--- src/rtl/ssia_pkg.sv ---
// ssia_pkg: shared constants, codes and controller/datapath interface types
// for the sparse-set id allocator; no dependencies
package ssia_pkg;

  localparam int CAPACITY = 1023;
  localparam int ID_W     = 10;
  localparam int CNT_W    = 11;
  localparam int MEM_D    = 2 ** ID_W;

  typedef enum logic [1:0] {
    OP_ALLOC  = 2'd0,
    OP_REMOVE = 2'd1,
    OP_LOOKUP = 2'd2
  } ssia_op_t;

  typedef enum logic [1:0] {
    ST_OK      = 2'd0,
    ST_FULL    = 2'd1,
    ST_INVALID = 2'd2
  } ssia_status_t;

  // controller to datapath
  typedef struct packed {
    logic clear;
    logic capture;
    logic eval;
    logic move;
    logic load;
  } ssia_cmd_t;

  // datapath to controller
  typedef struct packed {
    logic clr_last;
    logic do_move;
    logic out_free;
  } ssia_sts_t;

endpackage

--- src/rtl/ssia_ctrl.sv ---
// ssia_ctrl: sequencing state machine for the sparse-set id allocator
// depends on ssia_pkg
module ssia_ctrl (
  input  logic                clk,
  input  logic                rst_n,
  input  logic                in_valid,
  output logic                in_stall,
  input  ssia_pkg::ssia_sts_t sts,
  output ssia_pkg::ssia_cmd_t cmd
);
  import ssia_pkg::*;

  typedef enum logic [2:0] {
    S_CLR,
    S_IDLE,
    S_EVAL,
    S_MOVE,
    S_OUT
  } state_t;

  state_t state_r, state_nxt;

  assign in_stall = (state_r != S_IDLE);

  always_comb begin
    state_nxt   = state_r;
    cmd         = '0;
    unique case (state_r)
      S_CLR: begin
        cmd.clear = 1'b1;
        if (sts.clr_last) state_nxt = S_IDLE;
      end
      S_IDLE: begin
        if (in_valid) begin
          cmd.capture = 1'b1;
          state_nxt   = S_EVAL;
        end
      end
      S_EVAL: begin
        cmd.eval  = 1'b1;
        state_nxt = sts.do_move ? S_MOVE : S_OUT;
      end
      S_MOVE: begin
        cmd.move  = 1'b1;
        state_nxt = S_OUT;
      end
      S_OUT: begin
        if (sts.out_free) begin
          cmd.load  = 1'b1;
          state_nxt = S_IDLE;
        end
      end
      default: state_nxt = S_CLR;
    endcase
  end

  always_ff @(posedge clk) begin
    if (!rst_n) begin
      state_r <= S_CLR;
    end else begin
      state_r <= state_nxt;
    end
  end

endmodule

--- config.mk ---
export PLATFORM = sky130hd
export DESIGN_NAME = ssia_ctrl
export DESIGN_NICKNAME = d
export VERILOG_FILES = /design/src/rtl/ssia_pkg.sv /design/src/rtl/ssia_ctrl.sv
export SDC_FILE = /design/constraint.sdc
export NUM_CORES = 1
export LEC_CHECK = 0
export BUFFER_PORTS_ARGS = -buffer_cell sky130_fd_sc_hd__buf_2
export CAP_MARGIN = 20
export CORE_AREA = 2 2 39 41
export CTS_CLUSTER_SIZE = 14
export DETAILED_ROUTE_END_ITERATION = 12
export DIE_AREA = 0 0 41 43
export PLACE_DENSITY = 0.45
export SLEW_MARGIN = 20
export SYNTH_ARGS = -nofsm -noshare
export SYNTH_HDL_FRONTEND = slang
export SYNTH_SLANG_ARGS = --single-unit
--- constraint.sdc ---
create_clock -name clk -period 1.65 [get_ports clk]
set_input_delay 0.165 -clock clk [delete_from_list [all_inputs] [get_ports clk]]
set_output_delay 0.165 -clock clk [all_outputs]
set_load 0.05 [all_outputs]
After elaboration in Yosys (flattened, before gate mapping):

Index checks and enable logic that the tools add are counted.

* input bits: 6
* register bits after elaboration: 3
* output and inout port bits: 6

* equality and inequality tests: 8
* reductions and logical operators: 2
* muxes and demuxes: 12

Operators with widths (count)
* $pmux W3 S5: 1
* $mux W3: 4
* $mux W1: 7
* $eq A3 B2 Y1 const B: 2
* $ne A2 B2 Y1 const B: 3
* $eq A3 B1 Y1 const B: 1
* $eq A3 B3 Y1 const B: 1
* $logic_not A3 Y1: 1
* $ne A3 B1 Y1 const B: 1
* $reduce_and A3 Y1: 1

Logic depth before layout (Yosys ltp):

Gate-level depths: netlist (run 1).

* word-level depth: 3
* mapped depth: 4
* gate-level depth less buffers: 3

Worst setup path after synthesis (run 1):

No wires, ideal clock.

* path type: register to output
* start: register state_r[0]
* end: output cmd[0] in the netlist's numbering
* cell stages (with the launch flop): 3
* data required time: 1.485 ns
* data arrival time: 1.549 ns
* path slack: -0.064 ns
* buffers on the path: 1
* cell sequence: dfxtp_1 -> buf_2 -> nor3_1

RTL lines
* start, declared: RTL line ssia_ctrl.sv:21 `state_t state_r, state_nxt;`
* start signal, assigned: RTL line ssia_ctrl.sv:61 `state_r <= state_nxt;`
* end, declared: RTL line ssia_ctrl.sv:9 `output ssia_pkg::ssia_cmd_t cmd`

==> results of run 1 <==
Yosys cell counts (all sizes together):
| master | count | area (sq um) |
|---|---|---|
| mux2i | 1 | 10.0 |
| buf | 3 | 23.8 |
| nand2 | 2 | 7.51 |
| and3 | 1 | 6.26 |
| nand2b | 3 | 18.8 |
| nand3 | 1 | 5.00 |
| o32a | 1 | 10.0 |
| a221oi | 1 | 15.0 |
| o211a | 1 | 10.0 |
| nor2 | 4 | 15.0 |
| nor3 | 4 | 20.0 |
| a21oi | 2 | 10.0 |
| inv | 2 | 7.51 |
| dfxtp | 3 | 60.1 |
| and3b | 1 | 8.76 |
| nor2b | 1 | 8.76 |
cells by family (layout without fill, tap and decap cells):
kind of cell,Yosys count,count (layout),share of synthesized area (%)
AND/OR/NAND/NOR,17,17,38.1
AO/OA/AOI/OAI,5,5,19.0
buffers and inverters,5,17,13.2
flip-flops,3,3,25.4
multiplexers,1,1,4.23
path summary, 6_finish.rpt:
path,start,to,slack [ps],depth (start not counted)
min,rst_n,state_r[0]$_SDFFE_PN0P_,180,2
min reg2reg,state_r[2]$_SDFFE_PN0P_,state_r[1]$_SDFFE_PN0P_,610,1
max reg2reg,state_r[0]$_SDFFE_PN0P_,state_r[2]$_SDFFE_PN0P_,360,3
max,state_r[1]$_SDFFE_PN0P_,cmd[3],180,3
where the power goes:
part | switching (mW) | total [mW] | internal (mW)
clock network | 0.0366 | 0.127 | 0.0905
logic | 0.0994 | 0.147 | 0.0474
registers | 0.0227 | 0.105 | 0.0825
total | 0.159 | 0.379 | 0.220
layer usage:
| layer | wire length, um | share of wire, % | track usage, % |
|---|---|---|---|
| met1 | 274 | 48 | 7.99 |
| met5 | 0 | 0 | 0 |
| met2 | 270 | 47 | 9.69 |
| met3 | 27 | 4.7 | 1.57 |
| met4 | 0 | 0 | 8.00 |
worst register-to-register path, stage by stage (launching register included):
cell and delay (ps):
dfxtp_1 510, inv_1 110, o32a_1 370, a221oi_2 230
final cells by class:
| type | instances | area share (%) |
|---|---|---|
| sequential | 3 | 19.1 |
| multi-input combinational | 23 | 46.2 |
| inverter | 2 | 2.39 |
| clock buffer | 4 | 8.37 |
| timing repair buffer | 11 | 17.5 |
| tap | 16 | 6.37 |
metrics by stage:
step                instances  instance area, sq um  setup TNS [ps]  hold slack (ps)  setup slack (ps)
floorplan                  31                   236            -127              311             -63.5
global placement           55                   288               0              427               398
detailed placement         55                   288               0              424               372
finish                     59                   314               0              184               177
global route               59                   314               0              180              98.7
CTS                        59                   314               0              177               160
==> flow_summary.ini, run 1 <==
[global_route]
grt_pass1_vias = 217
grt_max_degree = 12
antenna_found_initial = 0
grt_first_pass_wirelength_um = 814
grt.total_usage_pct = 7.11
grt_overflow = 0

[clock_network]
cts_tree = built
holdBufCountCts = 0
clock_sinks = 3
cts_root_buf = clkbuf_4
clkTransAtPathRegs_ps = 40
cts_setup_buffers = 0
clk_latency_ps = 230
cts_htree_levels = 1
clockBufferDepth = 2
cts_buffers = 3
cts_resized = 0

[cells_and_area]
drive_above_1_share_pct = 37.2
fillers = 161
utilization_pct = 22.7
multi_input_area_sq_um = 145
largestRegisters = state_r (3)
seqCellArea_sq_um = 60.1
syn2layout_area_growth_pct = 32.8
final_cell_mix = buf_2 (11), nor2_1 (4), nor3_1 (4)
nets = 50
top_register = state_r
layout_commonest_cell = buf_2
n_antenna_cell = 0
largest_reg_flops = 3

[synth]
yosysWarnings = 0
ys_ff_latch = 3
syn_avg_cell_area_sq_um = 7.63
synth.distinct_cells = 18
syn-instance-count = 31
syn_area_sq_um = 236
seq_area_frac_synth_pct = 25.4
syn_nets = 37

[outcome]
status = finished, final reports clean

[sta]
relSlewSlack_pct = 77.8
finalCritPeriodShare_pct = 89.3
tightest_slew_ps = 332
clock_skew_ps = 2.33
slew_viol_final = 0
final.min_clock_period_ps = 1470
setup_viol_count_final = 0
rsz0062_at_grt = false
fmaxAchievable_mhz = 679
hold_violations = 0

[drt]
viasPerCell = 4.27
drt_iter0_drc = 1
via_count = 252
avgRoutedWirePerCell_um = 9.71
drt-total-wl_um = 573
post-route-drc-count = 0
firstDrtPassIters = 3
postRouteAntennaNets = 0

[worst_setup_path]
critical_path_class = reg2out
max_stage_delay_ps = 390
cpMaxStageDelayCell = dfxtp_1
cp-end-kind = primary output
critical_path_required_ps = 1480
path_max_fanout = 9
path_buf_inv = 1
arrival_ps = 1310
crit_chain = nor2_1 -> and3_1 -> buf_2
critPathLaunchType = flip-flop
crit_family = simple AND/OR/NAND/NOR gates

[power]
cellLeakagePower_nw = 0.157
powerDensity_nw_per_um2 = 1210
power_mw = 0.379
irDropWorstVdd_v = 0.000328

[floorplanning]
die_w_um = 41
die_h_um = 43
dieArea_sq_um = 1760
coreArea_sq_um = 1380
start_util_pct = 17.1
fp-row-count = 14
num_io_pins = 12

[placement]
port_buffers = 11
place_congestion = 0.710
post-dp-hpwl_um = 440

[worst_hold_path]
worstHoldPathType = in2reg

[flow_run]
cap_viol_max_count = 0
No activity file was read; power rests on OpenSTA's default activity.
==> run 2: changes to the inputs <==
- ABC_AREA: not set -> 1
- PLACE_DENSITY: 0.45 -> 0.44
==> flow_summary.ini, run 2 <==
[drt]
via_count = 256
firstDrtPassIters = 4
drt-total-wl_um = 516
drt_iter0_drc = 11
avgRoutedWirePerCell_um = 8.06
viasPerCell = 4.00
post-route-drc-count = 0
postRouteAntennaNets = 0

[cells_and_area]
utilization_pct = 23.9
nets = 55
seqCellArea_sq_um = 60.1
largest_reg_flops = 3
n_antenna_cell = 0
final_cell_area_sq_um = 330
multi_input_area_sq_um = 139
largestRegisters = state_r (3)
final_cell_mix = buf_2 (11), inv_1 (5), nor2_2 (4), nand3_2 (4)
layout_commonest_cell = buf_2
syn2layout_area_growth_pct = 49.2
final-instance-count-excl-fill = 64
top_register = state_r
drive_above_1_share_pct = 56.3
fillers = 162

[worst_setup_path]
critical_path_class = reg2out
critPathLaunchType = flip-flop
reg2reg_to = state_r[0]$_SDFFE_PN0P_
arrival_ps = 1240
reg2reg_slack_ps = 650
critical_path_required_ps = 1480
path_max_fanout = 3
ff2ff_path_depth = 5
rr_startpoint = state_r[2]$_SDFFE_PN0P_
cp-end-kind = primary output
startpoint = state_r[0]$_SDFFE_PN0P_
critPathCapture = cmd[3]

[synth]
async_flop_share_pct = 0
syn_area_sq_um = 221
yosys.area.top_type = dfxtp_1
syn_nets = 39
seq_area_frac_synth_pct = 27.1
synth_common_cells = inv_1 (5), nand3_2 (4)
synth-edff-count = 0
yosysWarnings = 0
synth_area_leaders = dfxtp_1 (27%), nand3_2 (18%), inv_1 (8.5%)
ys_ff_latch = 3
synth_ff_type = dfxtp_1
syn-instance-count = 33
synth.distinct_cells = 12
syn_avg_cell_area_sq_um = 6.71
yosysMostFrequentCell = inv_1
yosysTopAreaCellShare_pct = 27.1

[clock_network]
holdBufCountCts = 0
cts_root_buf = clkbuf_4
clk_latency_ps = 240
cts_setup_buffers = 0
cts_resized = 0
cts_buffers = 3
clock_sinks = 3
cts_htree_levels = 1
clockBufferDepth = 2
clkTransAtPathRegs_ps = 40
cts_tree = built

[placement]
post-dp-hpwl_um = 426
port_buffers = 11
placed_area_sq_um = 304
placedCellCount = 60
place_congestion = 0.651

[sta]
fmaxAchievable_mhz = 711
hold_violations = 0
setup_viol_count_final = 0
slew_viol_final = 0
finalSetupTns_ps = 0
relSlewSlack_pct = 83.8
tightest_slew_ps = 241
rsz0062_at_grt = false
final.min_clock_period_ps = 1410
finalCritPeriodShare_pct = 85.3
clock_skew_ps = 2.59

[global_route]
grt_max_degree = 8
grt_pass1_vias = 204
antenna_found_initial = 0
grt.total_usage_pct = 6.82
grt_overflow = 0
grt_first_pass_wirelength_um = 772

[floorplanning]
die_h_um = 43
die_w_um = 41
fp-row-count = 14
num_io_pins = 12
dieArea_sq_um = 1760
start_util_pct = 16.0
coreArea_sq_um = 1380

[flow_run]
cap_viol_max_count = 0

[power]
powerDensity_nw_per_um2 = 1260
irDropWorstVdd_v = 0.000342
cellLeakagePower_nw = 0.168

[worst_hold_path]
worstHoldPathType = in2reg

[outcome]
status = finished, final reports clean
## run 2: worst max-delay path, cell delays in order (launching register included)
cell and delay [ps]:
dfxtp_1 370, inv_2 60, nor2_1 140, nand2_1 100, nor2_2 70, buf_2 260
## run 2: final cells by class
| cell class | instances | share of cell area (%) |
|---|---|---|
| inverters | 8 | 9.09 |
| well taps | 16 | 6.06 |
| flip-flops and latches | 3 | 18.2 |
| repair buffers | 11 | 16.7 |
| clock buffers | 4 | 7.95 |
| multi-input cells | 22 | 42.0 |
## run 2: logic make-up after synthesis
group	Yosys count	synth area share [%]
compound gates	2	4.52
flops	3	27.1
buf+inv	8	13.6
simple gates	20	54.8
## run 2: worst min-delay path by stage
stage,from,to,slack (ps),depth (start not counted)
3_5_place_dp,rst_n,state_r[2]$_SDFFE_PN0P_,440,3
5_1_grt,rst_n,state_r[0]$_SDFFE_PN0P_,200,3
6_report,rst_n,state_r[2]$_SDFFE_PN0P_,190,3
4_1_cts,rst_n,state_r[2]$_SDFFE_PN0P_,190,3
3_3_place_gp,rst_n,state_r[1]$_SDFFE_PN0P_,440,3
2_1_floorplan,rst_n,state_r[2]$_SDFFE_PN0P_,310,2
## run 2: where the power goes
group | total (mW) | internal, mW | switching [mW]
clock | 0.133 | 0.0909 | 0.0424
combinational | 0.187 | 0.0487 | 0.138
sequential | 0.0952 | 0.0826 | 0.0126
total | 0.416 | 0.222 | 0.193
## run 2: layer usage
metal | vias up | track usage, % | wire, um
met5 | - | 0 | 0
met2 | 9 | 8.13 | 222
li1 | 136 | - | -
met4 | 0 | 4.00 | 14
met3 | 2 | 4.71 | 44
met1 | 109 | 8.65 | 235
## run 2: per-stage QoR
| step | setup slack [ps] | total power [mW] | hold slack [ps] |
|---|---|---|---|
| floorplan | 0.755 | 0.246 | 314 |
| global placement | 495 | 0.285 | 442 |
| detailed placement | 490 | 0.284 | 442 |
| CTS | 228 | 0.422 | 188 |
| global route | 91.7 | 0.445 | 199 |
| finish | 243 | 0.416 | 191 |
==> run 3: changes to the inputs <==
- BUFFER_PORTS_ARGS: -buffer_cell sky130_fd_sc_hd__buf_2 -> not set
- DONT_BUFFER_PORTS: not set -> 1
- PLACE_DENSITY: 0.44 -> 0.36
- clock period: 1.65 -> 1.6 ns (I/O delays scaled with it)
==> flow_summary.ini, run 3 (synthesized netlist as in run 2, its figures left out) <==
[floorplanning]
num_io_pins = 12
die_w_um = 41
coreArea_sq_um = 1380
fp-row-count = 14
start_util_pct = 16.0
dieArea_sq_um = 1760
die_h_um = 43

[drt]
post-route-drc-count = 0
avgRoutedWirePerCell_um = 8.44
drt_iter0_drc = 4
viasPerCell = 4.17
via_count = 246
drt-total-wl_um = 498
firstDrtPassIters = 2
postRouteAntennaNets = 0

[global_route]
grt_pass1_vias = 196
grt_overflow = 0
grt_first_pass_wirelength_um = 745
grt_max_degree = 8
grt.total_usage_pct = 7.03
antenna_found_initial = 0

[outcome]
status = finished, final reports clean

[cells_and_area]
nets = 50
syn2layout_area_growth_pct = 44.6
layout_commonest_cell = buf_4
final_cell_area_sq_um = 320
final_cell_mix = buf_4 (6), inv_1 (5), nor2_2 (4), nand3_2 (4)
largestRegisters = state_r (3)
drive_above_1_share_pct = 51.2
top_register = state_r
fillers = 157
n_antenna_cell = 0
largest_reg_flops = 3

[clock_network]
clkTransAtPathRegs_ps = 30
holdBufCountCts = 0
clockBufferDepth = 2
cts_htree_levels = 1
cts_setup_buffers = 0
cts_root_buf = clkbuf_4
cts_resized = 0
clk_latency_ps = 230
cts_tree = built
cts_buffers = 3
clock_sinks = 3

[worst_hold_path]
worstHoldPathType = in2reg

[worst_setup_path]
critical_path_required_ps = 1440
critical_path_class = reg2out
arrival_ps = 1180
cp-end-kind = primary output
path_max_fanout = 3
reg2reg_slack_ps = 590
critPathLaunchType = flip-flop

[sta]
setup_viol_count_final = 0
hold_violations = 0
relSlewSlack_pct = 82.7
slew_viol_final = 0
fmaxAchievable_mhz = 747
final.min_clock_period_ps = 1340
rsz0062_at_grt = false
whs_ps = 89.4
finalSetupTns_ps = 0
tightest_slew_ps = 257
clock_skew_ps = 1.65
finalCritPeriodShare_pct = 83.7

[flow_run]
cap_viol_max_count = 0

[power]
cellLeakagePower_nw = 0.151
powerDensity_nw_per_um2 = 1340
irDropWorstVdd_v = 0.000253

[placement]
place_congestion = 0.691
placed_area_sq_um = 294
port_buffers = 0
post-dp-hpwl_um = 435
## run 3: area by class of cell
cell class	count	area [sq um]	area share, %
Multi-Input combinational cell	22	139	43.4
Clock buffer	4	26.3	8.20
Inverter	8	30.0	9.38
Sequential cell	3	60.1	18.8
Tap cell	16	20.0	6.25
Timing Repair Buffer	6	45.0	14.1
## run 3: metal layers
layer | global-route usage, % | up-vias | routed length (um) | part of all wire [%]
met1 | 6.43 | 111 | 189 | 38
met3 | 4.71 | 0 | 44 | 8.8
met4 | 6.00 | 0 | 0 | 0
li1 | - | 125 | - | -
met2 | 10.0 | 10 | 265 | 53
met5 | 0 | - | 0 | 0
## run 3: worst paths after layout
check / from / depth (start not counted) / end
worst max register to register: state_r[2]$_SDFFE_PN0P_ / 5 / state_r[0]$_SDFFE_PN0P_
worst min-delay path: rst_n / 2 / state_r[2]$_SDFFE_PN0P_
worst max-delay path: state_r[0]$_SDFFE_PN0P_ / 5 / cmd[3]
worst min register to register: state_r[1]$_SDFFE_PN0P_ / 2 / state_r[2]$_SDFFE_PN0P_
## run 3: power by group
part	switching, mW	internal (mW)
Combinational	0.143	0.0579
Clock	0.0365	0.0933
Sequential	0.0127	0.0853
## run 3: worst max-delay path: stages, from the launching register on
cell	delay, ps
dfxtp_1	370
inv_2	60
nor2_1	140
nand2_1	110
nor2_2	80
buf_4	190
## run 3: stage by stage
stage / setup slack (ps) / utilization (%) / instances / total power, mW
6_report: 261 / 23.1 / 59 / 0.428
5_1_grt: 154 / 23.1 / 59 / 0.454
4_1_cts: 243 / 23.1 / 59 / 0.438
3_5_place_dp: 496 / 21.2 / 55 / 0.301
3_3_place_gp: 490 / 21.2 / 55 / 0.303
2_1_floorplan: -44.2 / - / 33 / 0.254
